**src/hw/rtl/aefd_pkg.sv**
```systemverilog
// Shared constants, codes and types of the alarm event frame decoder.
// No dependencies; used by the channel interfaces and the core.
`default_nettype none

package aefd_pkg;

    localparam int MAX_LEN    = 64;
    localparam int HEAD_DEPTH = 9;
    localparam int HEAD_IDX_W = $clog2(HEAD_DEPTH);
    localparam int CNT_W      = $clog2(MAX_LEN + 1);
    localparam int LEN_W      = CNT_W + 1;

    localparam int BYTE_W     = 8;
    localparam int CFG_IDX_W  = 3;
    localparam int CFG_DATA_W = 8;
    localparam int DEVICE_W   = 24;
    localparam int MODEL_W    = 16;
    localparam int DESYNC_W   = 32;

    localparam logic [BYTE_W-1:0] END_BYTE_RST       = 8'd126;
    localparam logic [BYTE_W-1:0] TEST_CODE_RST      = 8'd112;
    localparam logic [BYTE_W-1:0] BASE_CODE_RST      = 8'd121;
    localparam logic [BYTE_W-1:0] EMERGENCY_CODE_RST = 8'd80;
    localparam logic [BYTE_W-1:0] SILENCE_CODE_RST   = 8'd97;
    localparam logic [BYTE_W-1:0] MISSING_CODE_RST   = 8'd209;

    localparam int TEST_MIN_LEN      = 11;
    localparam int BASE_MIN_LEN      = 10;
    localparam int EMERGENCY_MIN_LEN = 9;
    localparam int SILENCE_MIN_LEN   = 5;
    localparam int MISSING_MIN_LEN   = 14;

    localparam logic [BYTE_W-1:0] TEST_PASS_VAL    = 8'h01;
    localparam logic [BYTE_W-1:0] BASE_ATTACH_MASK = 8'h04;
    localparam logic [BYTE_W-1:0] BASE_BATT_MASK   = 8'h42;

    typedef enum logic [1:0] {
        ST_EVENT       = 2'd0,
        ST_UNDECODABLE = 2'd1,
        ST_SYNC_LOST   = 2'd2
    } t_status;

    typedef enum logic [2:0] {
        KIND_TEST      = 3'd0,
        KIND_BASE      = 3'd1,
        KIND_EMERGENCY = 3'd2,
        KIND_SILENCE   = 3'd3,
        KIND_MISSING   = 3'd4
    } t_kind;

    typedef enum logic [CFG_IDX_W-1:0] {
        CFG_END_BYTE       = 3'd0,
        CFG_TEST_CODE      = 3'd1,
        CFG_BASE_CODE      = 3'd2,
        CFG_EMERGENCY_CODE = 3'd3,
        CFG_SILENCE_CODE   = 3'd4,
        CFG_MISSING_CODE   = 3'd5
    } t_cfg_idx;

    typedef struct packed {
        t_status               frame_status;
        t_kind                 event_kind;
        logic [DEVICE_W-1:0]   device_id;
        logic [MODEL_W-1:0]    model_id;
        logic [BYTE_W-1:0]     trigger_code;
        logic                  trigger_valid;
        logic                  test_passed;
        logic                  battery_good;
        logic                  battery_valid;
        logic                  base_attached;
        logic                  base_valid;
        logic [DESYNC_W-1:0]   desync_total;
    } t_evt;

endpackage

`default_nettype wire

```
**src/hw/rtl/aefd_rx_if.sv**
```systemverilog
// Byte input channel: valid/ready handshake carrying one received byte.
// Depends on aefd_pkg for widths.
`default_nettype none

interface aefd_rx_if;
    logic                        valid;
    logic                        ready;
    logic [aefd_pkg::BYTE_W-1:0] rx_byte;

    modport source (output valid, output rx_byte, input ready);
    modport sink (input valid, input rx_byte, output ready);
endinterface

`default_nettype wire

```
**src/hw/rtl/aefd_evt_if.sv**
```systemverilog
// Event record output channel: valid/ready handshake carrying one decoded record.
// Depends on aefd_pkg for widths.
`default_nettype none

interface aefd_evt_if;
    logic                          valid;
    logic                          ready;
    logic [1:0]                    frame_status;
    logic [2:0]                    event_kind;
    logic [aefd_pkg::DEVICE_W-1:0] device_id;
    logic [aefd_pkg::MODEL_W-1:0]  model_id;
    logic [aefd_pkg::BYTE_W-1:0]   trigger_code;
    logic                          trigger_valid;
    logic                          test_passed;
    logic                          battery_good;
    logic                          battery_valid;
    logic                          base_attached;
    logic                          base_valid;
    logic [aefd_pkg::DESYNC_W-1:0] desync_total;

    modport source (
        output valid, output frame_status, output event_kind, output device_id,
        output model_id, output trigger_code, output trigger_valid, output test_passed,
        output battery_good, output battery_valid, output base_attached,
        output base_valid, output desync_total, input ready
    );
    modport sink (
        input valid, input frame_status, input event_kind, input device_id,
        input model_id, input trigger_code, input trigger_valid, input test_passed,
        input battery_good, input battery_valid, input base_attached,
        input base_valid, input desync_total, output ready
    );
endinterface

`default_nettype wire

```
**src/hw/rtl/alarm_event_frame_decoder_core.sv**
```systemverilog
// Alarm event frame decoder core: frames bytes on a terminator and decodes event records.
// Depends on aefd_pkg, aefd_rx_if and aefd_evt_if.
// A record is registered and appears on o_evt in the cycle after the beat that ends or overflows a frame.
// Throughput: one byte per cycle; input stalls only while a record waits and o_evt is not ready.
// Reset (i_rst_n low, synchronous): counters and hunt flag clear, registers take reset codes.
// Reset: the output register empties; the frame head bytes keep their contents.
`default_nettype none

module alarm_event_frame_decoder_core (
    input  wire logic                            i_clk,
    input  wire logic                            i_rst_n,
    input  wire logic                            i_cfg_we,
    input  wire logic [aefd_pkg::CFG_IDX_W-1:0]  i_cfg_idx,
    input  wire logic [aefd_pkg::CFG_DATA_W-1:0] i_cfg_data,
    aefd_rx_if.sink                              i_rx,
    aefd_evt_if.source                           o_evt
);

    logic [aefd_pkg::BYTE_W-1:0]   r_end_byte;
    logic [aefd_pkg::BYTE_W-1:0]   r_test_code;
    logic [aefd_pkg::BYTE_W-1:0]   r_base_code;
    logic [aefd_pkg::BYTE_W-1:0]   r_emergency_code;
    logic [aefd_pkg::BYTE_W-1:0]   r_silence_code;
    logic [aefd_pkg::BYTE_W-1:0]   r_missing_code;

    logic                          r_hunting;
    logic                          n_hunting;
    logic [aefd_pkg::CNT_W-1:0]    r_count;
    logic [aefd_pkg::CNT_W-1:0]    n_count;
    logic [aefd_pkg::DESYNC_W-1:0] r_desync;
    logic [aefd_pkg::DESYNC_W-1:0] n_desync;
    logic [aefd_pkg::BYTE_W-1:0]   r_head [aefd_pkg::HEAD_DEPTH];

    logic                          r_out_valid;
    aefd_pkg::t_evt                r_evt;
    aefd_pkg::t_evt                n_evt;

    logic                          rx_accept;
    logic                          is_end;
    logic                          overflow;
    logic                          emit;
    logic                          head_we;
    logic [aefd_pkg::LEN_W-1:0]    len;
    aefd_pkg::t_evt                dec;
    logic                          dec_ok;

    assign i_rx.ready = !r_out_valid || o_evt.ready;
    assign rx_accept  = i_rx.valid && i_rx.ready;
    assign is_end     = (i_rx.rx_byte == r_end_byte);
    assign len        = {1'b0, r_count} + aefd_pkg::LEN_W'(1);
    assign overflow   = !is_end && (len > aefd_pkg::LEN_W'(aefd_pkg::MAX_LEN));
    assign emit       = rx_accept && !r_hunting && (is_end || overflow);
    assign head_we    = rx_accept && !r_hunting &&
                        (r_count < aefd_pkg::CNT_W'(aefd_pkg::HEAD_DEPTH));

    always_ff @(posedge i_clk) begin
        if (!i_rst_n) begin
            r_end_byte       <= aefd_pkg::END_BYTE_RST;
            r_test_code      <= aefd_pkg::TEST_CODE_RST;
            r_base_code      <= aefd_pkg::BASE_CODE_RST;
            r_emergency_code <= aefd_pkg::EMERGENCY_CODE_RST;
            r_silence_code   <= aefd_pkg::SILENCE_CODE_RST;
            r_missing_code   <= aefd_pkg::MISSING_CODE_RST;
        end else if (i_cfg_we) begin
            unique case (aefd_pkg::t_cfg_idx'(i_cfg_idx))
                aefd_pkg::CFG_END_BYTE:       r_end_byte       <= i_cfg_data;
                aefd_pkg::CFG_TEST_CODE:      r_test_code      <= i_cfg_data;
                aefd_pkg::CFG_BASE_CODE:      r_base_code      <= i_cfg_data;
                aefd_pkg::CFG_EMERGENCY_CODE: r_emergency_code <= i_cfg_data;
                aefd_pkg::CFG_SILENCE_CODE:   r_silence_code   <= i_cfg_data;
                aefd_pkg::CFG_MISSING_CODE:   r_missing_code   <= i_cfg_data;
                default: begin
                end
            endcase
        end
    end

    always_comb begin
        n_hunting = r_hunting;
        n_count   = r_count;
        n_desync  = r_desync;
        if (rx_accept) begin
            if (r_hunting) begin
                if (is_end) begin
                    n_hunting = 1'b0;
                end
            end else if (is_end) begin
                n_count = '0;
            end else if (overflow) begin
                n_count   = '0;
                n_hunting = 1'b1;
                n_desync  = r_desync + aefd_pkg::DESYNC_W'(1);
            end else begin
                n_count = len[aefd_pkg::CNT_W-1:0];
            end
        end
    end

    always_comb begin
        dec        = '0;
        dec_ok     = 1'b0;
        priority if (r_head[0] == r_test_code) begin
            dec_ok             = (len >= aefd_pkg::LEN_W'(aefd_pkg::TEST_MIN_LEN));
            dec.event_kind     = aefd_pkg::KIND_TEST;
            dec.device_id      = {r_head[1], r_head[2], r_head[3]};
            dec.trigger_code   = r_head[4];
            dec.trigger_valid  = 1'b1;
            dec.test_passed    = (r_head[5] == aefd_pkg::TEST_PASS_VAL);
            dec.model_id       = {r_head[6], r_head[7]};
            dec.battery_good   = (r_head[5] == aefd_pkg::TEST_PASS_VAL);
            dec.battery_valid  = 1'b1;
            dec.base_attached  = 1'b1;
            dec.base_valid     = 1'b1;
        end else if (r_head[0] == r_base_code) begin
            dec_ok             = (len >= aefd_pkg::LEN_W'(aefd_pkg::BASE_MIN_LEN));
            dec.event_kind     = aefd_pkg::KIND_BASE;
            dec.device_id      = {r_head[1], r_head[2], r_head[3]};
            dec.model_id       = {r_head[4], r_head[5]};
            dec.base_attached  = |(r_head[6] & aefd_pkg::BASE_ATTACH_MASK);
            dec.base_valid     = 1'b1;
            dec.battery_good   = ~|(r_head[6] & aefd_pkg::BASE_BATT_MASK);
            dec.battery_valid  = 1'b1;
        end else if (r_head[0] == r_emergency_code) begin
            dec_ok             = (len >= aefd_pkg::LEN_W'(aefd_pkg::EMERGENCY_MIN_LEN));
            dec.event_kind     = aefd_pkg::KIND_EMERGENCY;
            dec.device_id      = {r_head[1], r_head[2], r_head[3]};
            dec.trigger_code   = r_head[4];
            dec.trigger_valid  = 1'b1;
            dec.base_attached  = 1'b1;
            dec.base_valid     = 1'b1;
        end else if (r_head[0] == r_silence_code) begin
            dec_ok             = (len >= aefd_pkg::LEN_W'(aefd_pkg::SILENCE_MIN_LEN));
            dec.event_kind     = aefd_pkg::KIND_SILENCE;
            dec.device_id      = {r_head[1], r_head[2], r_head[3]};
            dec.base_attached  = 1'b1;
            dec.base_valid     = 1'b1;
        end else if (r_head[0] == r_missing_code) begin
            dec_ok             = (len >= aefd_pkg::LEN_W'(aefd_pkg::MISSING_MIN_LEN));
            dec.event_kind     = aefd_pkg::KIND_MISSING;
            dec.device_id      = {r_head[6], r_head[7], r_head[8]};
        end else begin
            dec_ok             = 1'b0;
        end
    end

    always_comb begin
        n_evt = '0;
        if (overflow) begin
            n_evt.frame_status = aefd_pkg::ST_SYNC_LOST;
        end else if (dec_ok && (len != aefd_pkg::LEN_W'(1))) begin
            n_evt              = dec;
            n_evt.frame_status = aefd_pkg::ST_EVENT;
        end else begin
            n_evt.frame_status = aefd_pkg::ST_UNDECODABLE;
        end
        n_evt.desync_total = n_desync;
    end

    always_ff @(posedge i_clk) begin
        if (!i_rst_n) begin
            r_hunting   <= 1'b0;
            r_count     <= '0;
            r_desync    <= '0;
            r_out_valid <= 1'b0;
        end else begin
            r_hunting <= n_hunting;
            r_count   <= n_count;
            r_desync  <= n_desync;
            if (emit) begin
                r_out_valid <= 1'b1;
            end else if (o_evt.ready) begin
                r_out_valid <= 1'b0;
            end
        end
    end

    always_ff @(posedge i_clk) begin
        if (head_we) begin
            r_head[r_count[aefd_pkg::HEAD_IDX_W-1:0]] <= i_rx.rx_byte;
        end
        if (emit) begin
            r_evt <= n_evt;
        end
    end

    assign o_evt.valid         = r_out_valid;
    assign o_evt.frame_status  = r_evt.frame_status;
    assign o_evt.event_kind    = r_evt.event_kind;
    assign o_evt.device_id     = r_evt.device_id;
    assign o_evt.model_id      = r_evt.model_id;
    assign o_evt.trigger_code  = r_evt.trigger_code;
    assign o_evt.trigger_valid = r_evt.trigger_valid;
    assign o_evt.test_passed   = r_evt.test_passed;
    assign o_evt.battery_good  = r_evt.battery_good;
    assign o_evt.battery_valid = r_evt.battery_valid;
    assign o_evt.base_attached = r_evt.base_attached;
    assign o_evt.base_valid    = r_evt.base_valid;
    assign o_evt.desync_total  = r_evt.desync_total;

`ifndef SYNTHESIS
    a_count_bound: assert property (@(posedge i_clk) disable iff (!i_rst_n)
        r_count <= aefd_pkg::CNT_W'(aefd_pkg::MAX_LEN))
        else $error("frame byte count beyond maximum length");

    a_hunt_count_zero: assert property (@(posedge i_clk) disable iff (!i_rst_n)
        r_hunting |-> (r_count == '0))
        else $error("byte count moved while hunting for terminator");

    a_sync_lost_rec: assert property (@(posedge i_clk) disable iff (!i_rst_n)
        (rx_accept && !r_hunting && overflow) |=>
            (o_evt.valid && r_hunting &&
             (o_evt.frame_status == aefd_pkg::ST_SYNC_LOST) &&
             (o_evt.desync_total == $past(r_desync) + aefd_pkg::DESYNC_W'(1))))
        else $error("overflow did not yield a sync lost record with bumped count");

    a_no_emit_hunting: assert property (@(posedge i_clk) disable iff (!i_rst_n)
        (rx_accept && r_hunting && !o_evt.ready) |=> $stable(r_evt))
        else $error("record changed on a beat dropped while hunting");

    a_bad_zero: assert property (@(posedge i_clk) disable iff (!i_rst_n)
        (o_evt.valid && (o_evt.frame_status != aefd_pkg::ST_EVENT)) |->
            ((o_evt.device_id == '0) && (o_evt.model_id == '0) &&
             (o_evt.event_kind == '0) && !o_evt.trigger_valid && !o_evt.base_valid))
        else $error("failed record carries nonzero fields");
`endif

endmodule

`default_nettype wire

```
**src/flat_wrapper.sv**
```systemverilog
// flat-port wrapper written by rule: the top's interface ports become plain ports
module alarm_event_frame_decoder_core_flat 
  (i_clk, i_rst_n, i_cfg_we, i_cfg_idx, i_cfg_data, i_rx_valid, i_rx_rx_byte, i_rx_ready, o_evt_valid, o_evt_frame_status, o_evt_event_kind, o_evt_device_id, o_evt_model_id, o_evt_trigger_code, o_evt_trigger_valid, o_evt_test_passed, o_evt_battery_good, o_evt_battery_valid, o_evt_base_attached, o_evt_base_valid, o_evt_desync_total, o_evt_ready);
  aefd_rx_if i_rx_i ();
  aefd_evt_if o_evt_i ();
  input  wire logic i_clk;
  input  wire logic i_rst_n;
  input  wire logic i_cfg_we;
  input  wire logic [aefd_pkg::CFG_IDX_W-1:0] i_cfg_idx;
  input  wire logic [aefd_pkg::CFG_DATA_W-1:0] i_cfg_data;
  input wire logic [$bits(i_rx_i.valid)-1:0] i_rx_valid;
  input wire logic [$bits(i_rx_i.rx_byte)-1:0] i_rx_rx_byte;
  output wire logic [$bits(i_rx_i.ready)-1:0] i_rx_ready;
  output wire logic [$bits(o_evt_i.valid)-1:0] o_evt_valid;
  output wire logic [$bits(o_evt_i.frame_status)-1:0] o_evt_frame_status;
  output wire logic [$bits(o_evt_i.event_kind)-1:0] o_evt_event_kind;
  output wire logic [$bits(o_evt_i.device_id)-1:0] o_evt_device_id;
  output wire logic [$bits(o_evt_i.model_id)-1:0] o_evt_model_id;
  output wire logic [$bits(o_evt_i.trigger_code)-1:0] o_evt_trigger_code;
  output wire logic [$bits(o_evt_i.trigger_valid)-1:0] o_evt_trigger_valid;
  output wire logic [$bits(o_evt_i.test_passed)-1:0] o_evt_test_passed;
  output wire logic [$bits(o_evt_i.battery_good)-1:0] o_evt_battery_good;
  output wire logic [$bits(o_evt_i.battery_valid)-1:0] o_evt_battery_valid;
  output wire logic [$bits(o_evt_i.base_attached)-1:0] o_evt_base_attached;
  output wire logic [$bits(o_evt_i.base_valid)-1:0] o_evt_base_valid;
  output wire logic [$bits(o_evt_i.desync_total)-1:0] o_evt_desync_total;
  input wire logic [$bits(o_evt_i.ready)-1:0] o_evt_ready;
  assign i_rx_i.valid = i_rx_valid;
  assign i_rx_i.rx_byte = i_rx_rx_byte;
  assign i_rx_ready = i_rx_i.ready;
  assign o_evt_valid = o_evt_i.valid;
  assign o_evt_frame_status = o_evt_i.frame_status;
  assign o_evt_event_kind = o_evt_i.event_kind;
  assign o_evt_device_id = o_evt_i.device_id;
  assign o_evt_model_id = o_evt_i.model_id;
  assign o_evt_trigger_code = o_evt_i.trigger_code;
  assign o_evt_trigger_valid = o_evt_i.trigger_valid;
  assign o_evt_test_passed = o_evt_i.test_passed;
  assign o_evt_battery_good = o_evt_i.battery_good;
  assign o_evt_battery_valid = o_evt_i.battery_valid;
  assign o_evt_base_attached = o_evt_i.base_attached;
  assign o_evt_base_valid = o_evt_i.base_valid;
  assign o_evt_desync_total = o_evt_i.desync_total;
  assign o_evt_i.ready = o_evt_ready;
  alarm_event_frame_decoder_core u_core (.i_clk(i_clk), .i_rst_n(i_rst_n), .i_cfg_we(i_cfg_we), .i_cfg_idx(i_cfg_idx), .i_cfg_data(i_cfg_data), .i_rx(i_rx_i), .o_evt(o_evt_i));
endmodule
```
**config.mk**
```make
export PLATFORM = sky130hd
export DESIGN_NAME = alarm_event_frame_decoder_core_flat
export DESIGN_NICKNAME = d
export VERILOG_FILES = /design/src/hw/rtl/aefd_pkg.sv /design/src/hw/rtl/aefd_rx_if.sv /design/src/hw/rtl/aefd_evt_if.sv /design/src/hw/rtl/alarm_event_frame_decoder_core.sv /design/src/flat_wrapper.sv
export SDC_FILE = /design/constraint.sdc
export NUM_CORES = 1
export LEC_CHECK = 0
export BUFFER_PORTS_ARGS = -buffer_cell sky130_fd_sc_hd__buf_2
export CAP_MARGIN = 20
export CORE_ASPECT_RATIO = 1.5
export CORE_UTILIZATION = 48
export DETAILED_ROUTE_END_ITERATION = 8
export GPL_ROUTABILITY_DRIVEN = 0
export PLACE_DENSITY = 0.72
export SETUP_SLACK_MARGIN = 0.4
export SLEW_MARGIN = 10
export SYNTH_ARGS = -nofsm -noshare
export SYNTH_HDL_FRONTEND = slang
export SYNTH_SLANG_ARGS = --single-unit
```
**constraint.sdc**
```tcl
create_clock -name i_clk -period 4.55 [get_ports i_clk]
set_input_delay 0.455 -clock i_clk [delete_from_list [all_inputs] [get_ports i_clk]]
set_output_delay 0.455 -clock i_clk [all_outputs]
set_load 0.01 [all_outputs]
```
[Word level (Yosys, flattened, before mapping)]
Memory sizes are Yosys's and may differ from the RTL's.
Index checks and enable logic that the tools add are counted.
Widths: inputs -> output; s select.
Storage, ports and cells
  register bits after elaboration: 180
  RAM bits: 72
  input port bits: 24
  output and inout port bits: 93
  word-level logic and storage cells: 110
  memories kept: 1
Memories
  u_core.r_head: depth 9, width 8, rd ports 9, clocked after memory_dff 0, write ports 1, RTL line alarm_event_frame_decoder_core.sv:32  | logic [aefd_pkg::BYTE_W-1:0] r_head [aefd_pkg::HEAD_DEPTH];
Operators by class
  add/subtract/negate cells: 2
  order comparisons: 7
  eq/ne operators: 13
  muxes and demuxes: 33
  bitwise gates (word level): 3
  reductions and logical operators: 27
Operator list (number)
  $mux 32: 4
  $mux 26: 2
  $mux 49: 1
  $eq 8x8->1: 6
  $add 32x1->32 const B: 1
  $ge 8x4->1 const B: 4
  $mux 27: 1
  $mux 25: 1
  $mux 9: 2
  $mux 16: 1
  $mux 1: 14
  $mux 7: 2
  $reduce_and 2->1: 7
  $add 7x1->8 const B: 1
  $eq 8x1->1 const B: 1
  $ge 8x3->1 const B: 1
  $gt 8x7->1 const B: 1
  $mux 2: 4
  $ne 8x1->1 const B: 1
  $lt 7x4->1 const B: 1
  $eq 3x2->1 const B: 2
  $eq 3x3->1 const B: 2
  $logic_and 1x1->1: 6
  $reduce_or 3->1: 2
  other kinds (10): 17

[Depth between registers and ports, before layout]
Gate-level depths: netlist (run 1).
  depth after elaboration: 10
  depth in mapped cells: 11

[Worst setup path before layout (run 1)]
Ideal clock, no wire load.
  path type: register to register
  from: register u_core.r_count[1] (netlist bit)
  to: register u_core.r_evt (netlist bit u_core.o_evt.base_attached), enable pin
  library setup time: 445 ps
  arrival: 3630 ps
  path slack: 475 ps
  cell stages (with the launch flop): 11
  path buffers: 3
  cells stage by stage: dfxtp_1 > ha_1 > buf_2 > and3_1 > nor3_1 > o2111ai_1 > a31oi_1 > buf_2 > buf_4 > a21o_1 > inv_1
Between the ends
  cells in the longest elaborated chain, start to end: 5
Ends and longest elaborated chain
  start: declaration: RTL line alarm_event_frame_decoder_core.sv:28  | logic [aefd_pkg::CNT_W-1:0] r_count;
  start signal: assignment: RTL line alarm_event_frame_decoder_core.sv:167  | r_count <= n_count;
  $add 7x1->8: RTL line alarm_event_frame_decoder_core.sv:50  | assign len = {1'b0, r_count} + aefd_pkg::LEN_W'(1);
  $gt 8x7->1: RTL line alarm_event_frame_decoder_core.sv:51  | assign overflow = !is_end && (len > aefd_pkg::LEN_W'(aefd_pkg::MAX_LEN));
  $logic_and 1x1->1: RTL line alarm_event_frame_decoder_core.sv:51
  $logic_or 1x1->1: RTL line alarm_event_frame_decoder_core.sv:52  | assign emit = rx_accept && !r_hunting && (is_end || overflow);
  $logic_and 1x1->1: RTL line alarm_event_frame_decoder_core.sv:52
  net u_core.emit: RTL line alarm_event_frame_decoder_core.sv:41  | logic emit;
  end signal: assignment: RTL line alarm_event_frame_decoder_core.sv:182  | r_evt <= n_evt;
  end: declaration: RTL line alarm_event_frame_decoder_core.sv:35  | aefd_pkg::t_evt r_evt;
The timed path passes the listed nets, and every way through them passes these cells.
A chain may end at the register's enable or synchronous reset.

[Worst setup path in the final report (run 1)]
  from: register u_core.r_count[1] (netlist bit)
  to: register u_core.r_evt (netlist bit u_core.o_evt.device_id[9]), data pin
Between the ends
  cells in the longest elaborated chain, start to end: 10
  elaborated cells on any way between the ends: 17
Ends and longest elaborated chain
  $add 7x1->8 (*): RTL line alarm_event_frame_decoder_core.sv:50
  $ge 8x4->1: RTL line alarm_event_frame_decoder_core.sv:138  | dec_ok = (len >= aefd_pkg::LEN_W'(aefd_pkg::MISSING_MIN_LEN));
  $mux 1: RTL line alarm_event_frame_decoder_core.sv:137  | end else if (r_head[0] == r_missing_code) begin
  $mux 1: RTL line alarm_event_frame_decoder_core.sv:131  | end else if (r_head[0] == r_silence_code) begin
  $mux 1: RTL line alarm_event_frame_decoder_core.sv:123  | end else if (r_head[0] == r_emergency_code) begin
  $mux 1: RTL line alarm_event_frame_decoder_core.sv:114  | end else if (r_head[0] == r_base_code) begin
  $mux 1: RTL line alarm_event_frame_decoder_core.sv:102  | priority if (r_head[0] == r_test_code) begin
  $logic_and 1x1->1: RTL line alarm_event_frame_decoder_core.sv:150  | end else if (dec_ok && (len != aefd_pkg::LEN_W'(1))) begin
  $not 1->1 (no line)
  $reduce_or 2->1 (no line) (*)
Mark *: on every way between the ends. The rest lies on a longest branch, timed or not.

==> flow_summary.yaml, run 1 <==
route:
  postRouteWirelength_um: 24500
  dr.pass1.iters: 5
  via_per_inst: 5.47
  ant_nets: 0
  vias: 7803
  drc: 0
  post_drt_wl_per_cell_um: 17.2
  drt_iter0_markers: 502
global_routing:
  grt_pass1_vias: 7502
  grt_use_total_pct: 20.4
  grt_pass1_wl_um: 38800
  gr-total-overflow: 0
  grt_max_degree: 94
  antenna_found_initial: 0
timing:
  hold_viol: 0
  drv_slew: 0
  relSlewSlack_pct: 30.0
  min_period_ps: 3420
  final.period_utilization_pct: 75.2
  clock_skew_ps: 13.5
  worstMarginPinSlew_ps: 1040
  finalSetupViolCount: 0
  max_freq_mhz: 292
  rsz0062_at_grt: "no"
  setup_ws_ps: 1130
  finalSetupTns_ps: 0
clocking:
  path_clk_slew_ps: 70
  cts.hold.buffers_added: 0
  cts_setup_buffers: 0
  ctsRootBufferMaster: "clkbuf_16"
  cts_sinks: 252
  clk_path_buf_depth: 3
  cts_tree: "done"
  numCtsBuffers: 24
  clk_latency_ps: 520
  cts.repair.resized: 0
  htreeDepth: 1
pwr:
  p_total_mw: 4.76
  p_leak_nw: 4.38
  peakVddDrop_v: 0.000495
  powerDensity_nw_per_um2: 367
worst_setup_path:
  r2r_cells: 8
  cp-end-kind: "flip-flop"
  max_stage_delay_ps: 610
  path_delay_family: "compound AO/OA/AOI/OAI gates"
  cp_slowest_cell: "dfxtp_1"
  path_cells: "ha_1, inv_1, a2bb2oi_1, or4b_1, a2111o_1, o311ai_4, buf_4, o32ai_1"
  path_class: "reg2reg"
  crit_arrival_ps: 3660
  crit_cells: 8
  cp-start-kind: "flip-flop"
  crit_required_ps: 4790
  crit_fanout: 57
  critPathBufInv: 2
die:
  core_area_um2: 23100
  die-area_um2: 24400
  rows: 68
  initial_utilization_pct: 49.3
  die_w_um: 128
  pin_count: 117
  die_y_um: 191
yosys:
  yosysMostFrequentCell: "nand2_1"
  synth_edf_count: 163
  synthesis.nets: 1035
  yosysWarnings: 0
  synthFlopType: "edfxtp_1"
  async_reset_ff_share_pct: 0
  yosysTopAreaCell: "edfxtp_1"
  synth_seq_cells: 252
  seq_area_frac_synth_pct: 58.6
  synth_area_leaders: "edfxtp_1 43%, dfxtp_1 16%, nand2_1 6.1%, xor2_1 3.8%, mux2i_1 2.8%"
  synth_commonest_cells: "186 x nand2_1, 163 x edfxtp_1, 89 x dfxtp_1"
  synth_area_um2: 11400
  syn_avg_cell_area_um2: 11.4
  synth_top_cell_area_share_pct: 42.9
  syn_inst: 1004
  yosysUniqueCellTypes: 63
placed_design:
  dpl.hpwl_um: 16200
  dp.cells: 1381
  dpl_worst_slack_ps: 1170
  port_buffers: 116
min_path:
  hold_depth: 3
  min_path_type: "in2reg"
layout:
  fillCellCount: 2036
  fin_nets: 1125
  syn_to_final_growth_pct: 13.9
  drive_gt1_share_pct: 20.0
  diodes: 0
  fin_cells: 1427
run_status:
  status: "finished clean"
job:
  cap_violations: 0
## through the flow
stage | hold WS [ps] | util, % | instance area, um^2
after floorplan | 448 | - | 11400
after global placement | 455 | 52.4 | 12100
after detailed placement | 459 | 52.4 | 12100
after CTS | 250 | 56.0 | 13000
after global routing | 250 | 56.1 | 13000
final | 255 | 56.1 | 13000
## flip-flops by register name (all words and copies together) (netlist names), 2 cells and up
name	count
u_core.r_emergency_code	8
u_core.r_missing_code	8
u_core.o_evt.event_kind	3
u_core.r_head	72
u_core.o_evt.device_id	24
u_core.r_base_code	8
u_core.r_count	7
u_core.r_test_code	8
u_core.o_evt.trigger_code	8
u_core.o_evt.frame_status	2
u_core.r_end_byte	8
u_core.r_silence_code	8
u_core.o_evt.desync_total	32
u_core.o_evt.model_id	16
u_core.r_desync	32
## worst paths after layout
kind | from | to | slack (ps)
setup reg to reg | u_core.r_count[1] | u_core.o_evt.device_id[9] | 1130
hold / removal | i_cfg_data[7] | u_core.r_end_byte[7] | 260
hold reg to reg | u_core.r_silence_code[4] | u_core.r_silence_code[4] | 470
setup / recovery | u_core.r_count[1] | u_core.o_evt.device_id[9] | 1130
## cell families (layout without fill, tap and decap cells)
family / count (synthesis) / in the layout / synth area share (%)
xor+xnor: 86 / 86 / 6.81
flops: 252 / 252 / 58.6
fa+ha+maj: 7 / 7 / 0.768
simple gates: 416 / 416 / 19.6
mux: 33 / 33 / 2.91
buf+inv: 102 / 210 / 4.54
compound gates: 108 / 108 / 6.85
## worst min-delay path, cell delays in order
cell and delay, ps:
buf_2 160, nand2_1 70, a21oi_1 50
## metal layers
metal | track usage, % | vias up | share of wire, %
met5 | 0 | - | 0
met4 | 6.88 | 0 | 2.6
met3 | 2.50 | 40 | 4.9
met2 | 37.5 | 229 | 53
met1 | 24.4 | 3763 | 40
li1 | - | 3771 | -
## power breakdown
part	internal, mW	switching, mW	leakage, nW
logic	0.0711	0.148	1.96
clock network	1.18	0.879	0.395
registers	2.45	0.0358	2.02
## cells in the final DEF, fill, tap and decap left out, types with 3 or more instances in the layout
cell type and instances:
clkinvlp_4 4, buf_4 11, nor4b_2 3, inv_1 33, nor4_2 23, and3_1 12, o32ai_1 23, xnor2_1 34
o21ai_0 9, nand4_1 16, bufinv_16 3, nor3b_1 3, nor3_2 8, a21oi_1 31, clkinv_2 5, buf_2 118
nand2b_1 33, nand3_1 46, nor4b_1 4, clkbuf_16 24, nor2_1 17, edfxtp_1 163, nand2_1 186, clkinv_4 4
a21o_1 4, nor3_1 27, and2_1 11, xnor2_2 3, nor4_1 10, ha_1 7, a22oi_1 15, o2111ai_1 3
and4_1 3, mux2i_1 32, or2_2 3, xor2_1 49, dfxtp_1 89
## layout make-up
class | count | area (um^2) | share of cell area (%)
Sequential cell | 252 | 6680 | 51.4
Multi-Input combinational cell | 650 | 4240 | 32.7
Clock inverter | 18 | 211 | 1.63
Inverter | 35 | 133 | 1.02
Clock buffer | 26 | 618 | 4.76
Timing Repair Buffer | 131 | 704 | 5.43
Tap cell | 315 | 394 | 3.04
(Power assumes the default switching activity.)
==> run 2, diff against run 1 <==
--- a/config.mk
+++ b/config.mk
@@ -5,13 +5,14 @@
 export SDC_FILE = /design/constraint.sdc
 export NUM_CORES = 1
 export LEC_CHECK = 0
+export ABC_AREA = 1
 export BUFFER_PORTS_ARGS = -buffer_cell sky130_fd_sc_hd__buf_2
 export CAP_MARGIN = 20
 export CORE_ASPECT_RATIO = 1.5
 export CORE_UTILIZATION = 48
 export DETAILED_ROUTE_END_ITERATION = 8
 export GPL_ROUTABILITY_DRIVEN = 0
-export PLACE_DENSITY = 0.72
+export PLACE_DENSITY = 0.75
 export SETUP_SLACK_MARGIN = 0.4
 export SLEW_MARGIN = 10
 export SYNTH_ARGS = -nofsm -noshare
==> constraint.sdc (replaced) <==
create_clock -name i_clk -period 3.1 [get_ports i_clk]
set_input_delay 0.31 -clock i_clk [delete_from_list [all_inputs] [get_ports i_clk]]
set_output_delay 0.31 -clock i_clk [all_outputs]
set_load 0.01 [all_outputs]
==> flow_summary.yaml, run 2 <==
layout:
  drive_gt1_share_pct: 15.3
  fin_util_pct: 56.4
  most-common-layout-cells: "497 x nand2_1, 163 x edfxtp_1, 144 x nor2_1"
  diodes: 0
  design_area_um2: 13700
  syn_to_final_growth_pct: 15.8
  largest_reg_flops: 72
  fin_nets: 1553
  final_common_cell: "nand2_1"
yosys:
  syn_avg_cell_area_um2: 8.50
  seq_area_frac_synth_pct: 56.3
  yosysWarnings: 0
  synth_area_um2: 11900
  syn_inst: 1396
  synthesis.nets: 1427
  synth_edf_count: 163
  async_reset_ff_share_pct: 0
  yosysMostFrequentCell: "nand2_1"
  yosysUniqueCellTypes: 40
  synth_area_leaders: "edfxtp_1 41%, nand2_1 16%, dfxtp_1 15%, nor2_1 4.6%, inv_1 4.0%"
  synthFlopType: "edfxtp_1"
  synth_top_cell_area_share_pct: 41.3
  synth_commonest_cells: "498 x nand2_1, 163 x edfxtp_1, 145 x nor2_1"
  yosysTopAreaCell: "edfxtp_1"
  synth_seq_cells: 252
worst_setup_path:
  crit_start: "u_core.r_head[0][2]"
  r2r_setup_slack_ps: 670
  crit_required_ps: 3430
  crit_arrival_ps: 2760
  r2r-end: "u_core.o_evt.device_id[2]"
  path_class: "reg2reg"
  cp-end-kind: "flip-flop"
  crit_fanout: 47
  r2r_start: "u_core.r_head[0][2]"
  cp-start-kind: "flip-flop"
  r2r_cells: 13
timing:
  hold_viol: 0
  final.period_utilization_pct: 78.4
  clock_skew_ps: 9.14
  min_period_ps: 2430
  relSlewSlack_pct: 47.5
  rsz0062_at_grt: "no"
  finalSetupTns_ps: 0
  max_freq_mhz: 412
  worstMarginPinSlew_ps: 785
  finalSetupViolCount: 0
  drv_slew: 0
global_routing:
  gr-total-overflow: 0
  grt_use_total_pct: 22.7
  grt_max_degree: 53
  grt_pass1_vias: 9223
  antenna_found_initial: 0
  grt_pass1_wl_um: 45200
route:
  postRouteWirelength_um: 28300
  dr.pass1.iters: 5
  drc: 0
  ant_nets: 0
  drt_iter0_markers: 829
  post_drt_wl_per_cell_um: 15.2
  via_per_inst: 5.27
  vias: 9819
clocking:
  cts_sinks: 252
  cts_tree: "done"
  cts_setup_buffers: 0
  numCtsBuffers: 24
  ctsRootBufferMaster: "clkbuf_16"
  htreeDepth: 1
  cts.hold.buffers_added: 0
  cts.repair.resized: 0
  clk_path_buf_depth: 3
  clk_latency_ps: 510
  path_clk_slew_ps: 60
placed_design:
  dpl.hpwl_um: 20200
  dpl-instance-area_um2: 12900
  port_buffers: 116
pwr:
  powerDensity_nw_per_um2: 520
  p_leak_nw: 6.01
  p_total_mw: 7.14
  peakVddDrop_v: 0.000362
min_path:
  hold_depth: 4
  hold_start: "o_evt_ready"
  min_path_type: "in2reg"
  holdPathEnd: "u_core.o_evt.valid"
die:
  pin_count: 117
  die_y_um: 195
  core_area_um2: 24300
  initial_utilization_pct: 48.7
  die-area_um2: 25400
  die_w_um: 130
  rows: 70
run_status:
  status: "finished clean"
job:
  cap_violations: 0
## run 2: worst max-delay path by stage
stage                                         to  slack (ps)  depth (start not counted)
floorplan             u_core.o_evt.base_attached          30                         10
global placement             u_core.r_head[4][6]         610                          8
detailed placement           u_core.r_head[4][6]         460                          8
CTS                          u_core.r_head[4][0]         530                          6
global route        u_core.o_evt.desync_total[3]         480                         11
finish                 u_core.o_evt.device_id[2]         670                         13
## run 2: routing by layer
layer	GRT usage [%]	part of all wire [%]	vias to the layer above
met3	2.84	5.7	83
met2	42.4	54	380
met5	0	0	-
met1	24.8	37	4567
li1	-	-	4789
met4	10.5	4.2	0
## run 2: power by group
part,total (mW),internal [mW],switching (mW)
registers,3.71,3.65,0.0629
clock network,2.97,1.76,1.22
logic,0.461,0.145,0.316
## run 2: logic make-up (layout without fill, tap and decap cells)
group	after synthesis	count (layout)	share of synthesized area, %
buf+inv	187	331	6.44
flops	252	252	56.3
fa+ha+maj	7	7	0.738
xor+xnor	34	34	2.51
compound gates	136	136	6.88
simple gates	780	780	27.1
## run 2: area by class of cell
cell class,count,area (um^2)
well taps,324,405
clock buffers,35,746
repair buffers,147,836
fillers,2177,10600
inverters,140,532
clock inverters,9,77.6
flip-flops and latches,252,6680
multi-input cells,957,4450
## run 2: worst max-delay path, stage by stage (launching register included)
cell and delay, ps:
edfxtp_1 540, inv_1 90, nand2_1 80, nand2_1 60
nor2_1 200, nand2_1 130, nor2_4 170, nor2_1 90
nand2_1 70, nand2_1 70, a21oi_2 220, nand2_2 90
buf_12 190, a21oi_1 220
## run 2: per-stage QoR
step | setup WS (ps) | hold WS [ps] | instances
CTS | 534 | 83.6 | 1863
floorplan | 32.9 | 409 | 1396
global route | 478 | 127 | 1864
global placement | 615 | 453 | 1819
detailed placement | 463 | 463 | 1819
finish | 671 | 105 | 1864
==> run 3, diff against run 2 <==
--- a/config.mk
+++ b/config.mk
@@ -5,14 +5,14 @@
 export SDC_FILE = /design/constraint.sdc
 export NUM_CORES = 1
 export LEC_CHECK = 0
-export ABC_AREA = 1
+export ABC_AREA = 0
 export BUFFER_PORTS_ARGS = -buffer_cell sky130_fd_sc_hd__buf_2
 export CAP_MARGIN = 20
 export CORE_ASPECT_RATIO = 1.5
 export CORE_UTILIZATION = 48
 export DETAILED_ROUTE_END_ITERATION = 8
 export GPL_ROUTABILITY_DRIVEN = 0
-export PLACE_DENSITY = 0.75
+export PLACE_DENSITY = 0.72
 export SETUP_SLACK_MARGIN = 0.4
 export SLEW_MARGIN = 10
 export SYNTH_ARGS = -nofsm -noshare
==> constraint.sdc (replaced) <==
create_clock -name i_clk -period 2.5 [get_ports i_clk]
set_input_delay 0.25 -clock i_clk [delete_from_list [all_inputs] [get_ports i_clk]]
set_output_delay 0.25 -clock i_clk [all_outputs]
set_load 0.01 [all_outputs]
==> flow_summary.yaml, run 3 (synthesis results as in run 1) <==
clocking:
  clk_latency_ps: 550
  path_clk_slew_ps: 70
  numCtsBuffers: 23
  cts.hold.buffers_added: 0
  ctsRootBufferMaster: "clkbuf_16"
  cts_sinks: 252
  htreeDepth: 1
  clk_path_buf_depth: 3
  cts_tree: "done"
layout:
  largest_reg_flops: 72
  design_area_um2: 15400
  final_common_cell: "nand2_1"
  fin_nets: 1247
  drive_gt1_share_pct: 33.7
  most-common-layout-cells: "183 x nand2_1, 163 x edfxtp_1, 116 x buf_2"
  syn_to_final_growth_pct: 35.2
  diodes: 0
run_status:
  violations: "negative setup slack"
  status: "finished, violations left"
timing:
  setup_ws_ps: -170
  finalSetupTns_ps: -10280
  finalSetupViolCount: 99
  clock_skew_ps: 32.1
  min_period_ps: 2670
  relSlewSlack_pct: 38.1
  worstMarginPinSlew_ps: 923
  rsz0062_at_grt: "yes"
  hold_viol: 0
  max_freq_mhz: 375
  drv_slew: 0
  final.period_utilization_pct: 107
  holdWs_ps: 17.7
die:
  die-area_um2: 24400
  pin_count: 117
  die_w_um: 128
  rows: 68
  initial_utilization_pct: 49.3
  core_area_um2: 23100
  die_y_um: 191
route:
  dr_wl_met2_um: 15900
  postRouteWirelength_um: 31000
  post_drt_wl_per_cell_um: 20.0
  drc: 0
  top_layer: "met4"
  ant_nets: 0
  dr.pass1.iters: 7
  vias: 8749
  wl_met3_um: 1910
  m1WireLength_um: 11600
  drt_iter0_markers: 708
  via_per_inst: 5.65
placed_design:
  dpl-instance-area_um2: 12900
  port_buffers: 116
  dpl_worst_slack_ps: -97.8
  dpl.hpwl_um: 17900
global_routing:
  grt_use_total_pct: 24.2
  grt_pass1_wl_um: 45500
  grt_max_degree: 94
  grt_pass1_vias: 8364
  gr-total-overflow: 0
  antenna_found_initial: 0
pwr:
  p_leak_nw: 5.33
  powerDensity_nw_per_um2: 562
  p_total_mw: 8.67
  peakVddDrop_v: 0.000489
min_path:
  min_path_type: "in2reg"
  hold_depth: 3
worst_setup_path:
  crit_required_ps: 2780
  crit_fanout: 9
  crit_arrival_ps: 2950
  path_class: "reg2reg"
  cp-start-kind: "flip-flop"
  cp-end-kind: "flip-flop"
  r2r_cells: 8
job:
  cap_violations: 0
[run 3: changes by cell type in the layout (fill, tap and decap cells not counted), moves of 30 or more]
cell | previous run | this run
nand2_1 | 497 | 183
nor2_1 | 144 | 14
inv_1 | 122 | 29
buf_4 | 28 | 64
nand2b_1 | 0 | 32
mux2i_1 | 0 | 30
xor2_1 | 18 | 48
[run 3: what timing repair did]
| action | in CTS | in global routing |
|---|---|---|
| endpoints found under the hold margin | 0 | 0 |
| gates cloned | 20 | 2 |
| buffers inserted | 36 | 11 |
| gates resized for setup | 102 | 56 |
| pin swaps | 46 | 28 |
| endpoints found under the setup margin | 223 | 287 |
[run 3: worst max-delay path: stages (launching register included)]
cell	delay (ps)
edfxtp_1	450
xnor2_1	210
nand4_1	160
or4b_4	550
a2111o_1	470
o311ai_4	140
buf_12	200
buf_12	140
o32ai_1	90
[run 3: worst paths after layout]
check,start,end,slack (ps)
min,i_cfg_data[7],u_core.r_test_code[7],20
max reg2reg,u_core.r_head[0][3],u_core.o_evt.device_id[17],-170
min reg2reg,u_core.r_missing_code[1],u_core.r_missing_code[1],470
max,u_core.r_head[0][3],u_core.o_evt.device_id[17],-170
[run 3: through the flow]
step / util (%) / cells
after floorplan: - / 1004
after global placement: 55.9 / 1437
after detailed placement: 55.9 / 1437
after CTS: 64.7 / 1535
after global routing: 66.6 / 1548
final: 66.6 / 1548
[run 3: area by class of cell]
cell class | instances | area [um^2]
fillers | 1621 | 7730
repair buffers | 254 | 2470
flip-flops and latches | 252 | 6700
multi-input cells | 650 | 4980
clock inverters | 7 | 46.3
clock buffers | 35 | 682
well taps | 315 | 394
inverters | 35 | 140
[run 3: layer usage]
metal	GRT usage, %	vias to the layer above
met5	0	-
met4	11.4	0
met3	3.59	95
met2	43.7	358
met1	28.0	4261
li1	-	4035
[run 3: power by group]
group          internal, mW  switching (mW)  leakage, nW  total, mW
combinational         0.310           0.390         2.94      0.700
sequential             4.46          0.0458         2.03       4.50
clock                  1.90            1.57        0.359       3.46
total                  6.66            2.01         5.33       8.67
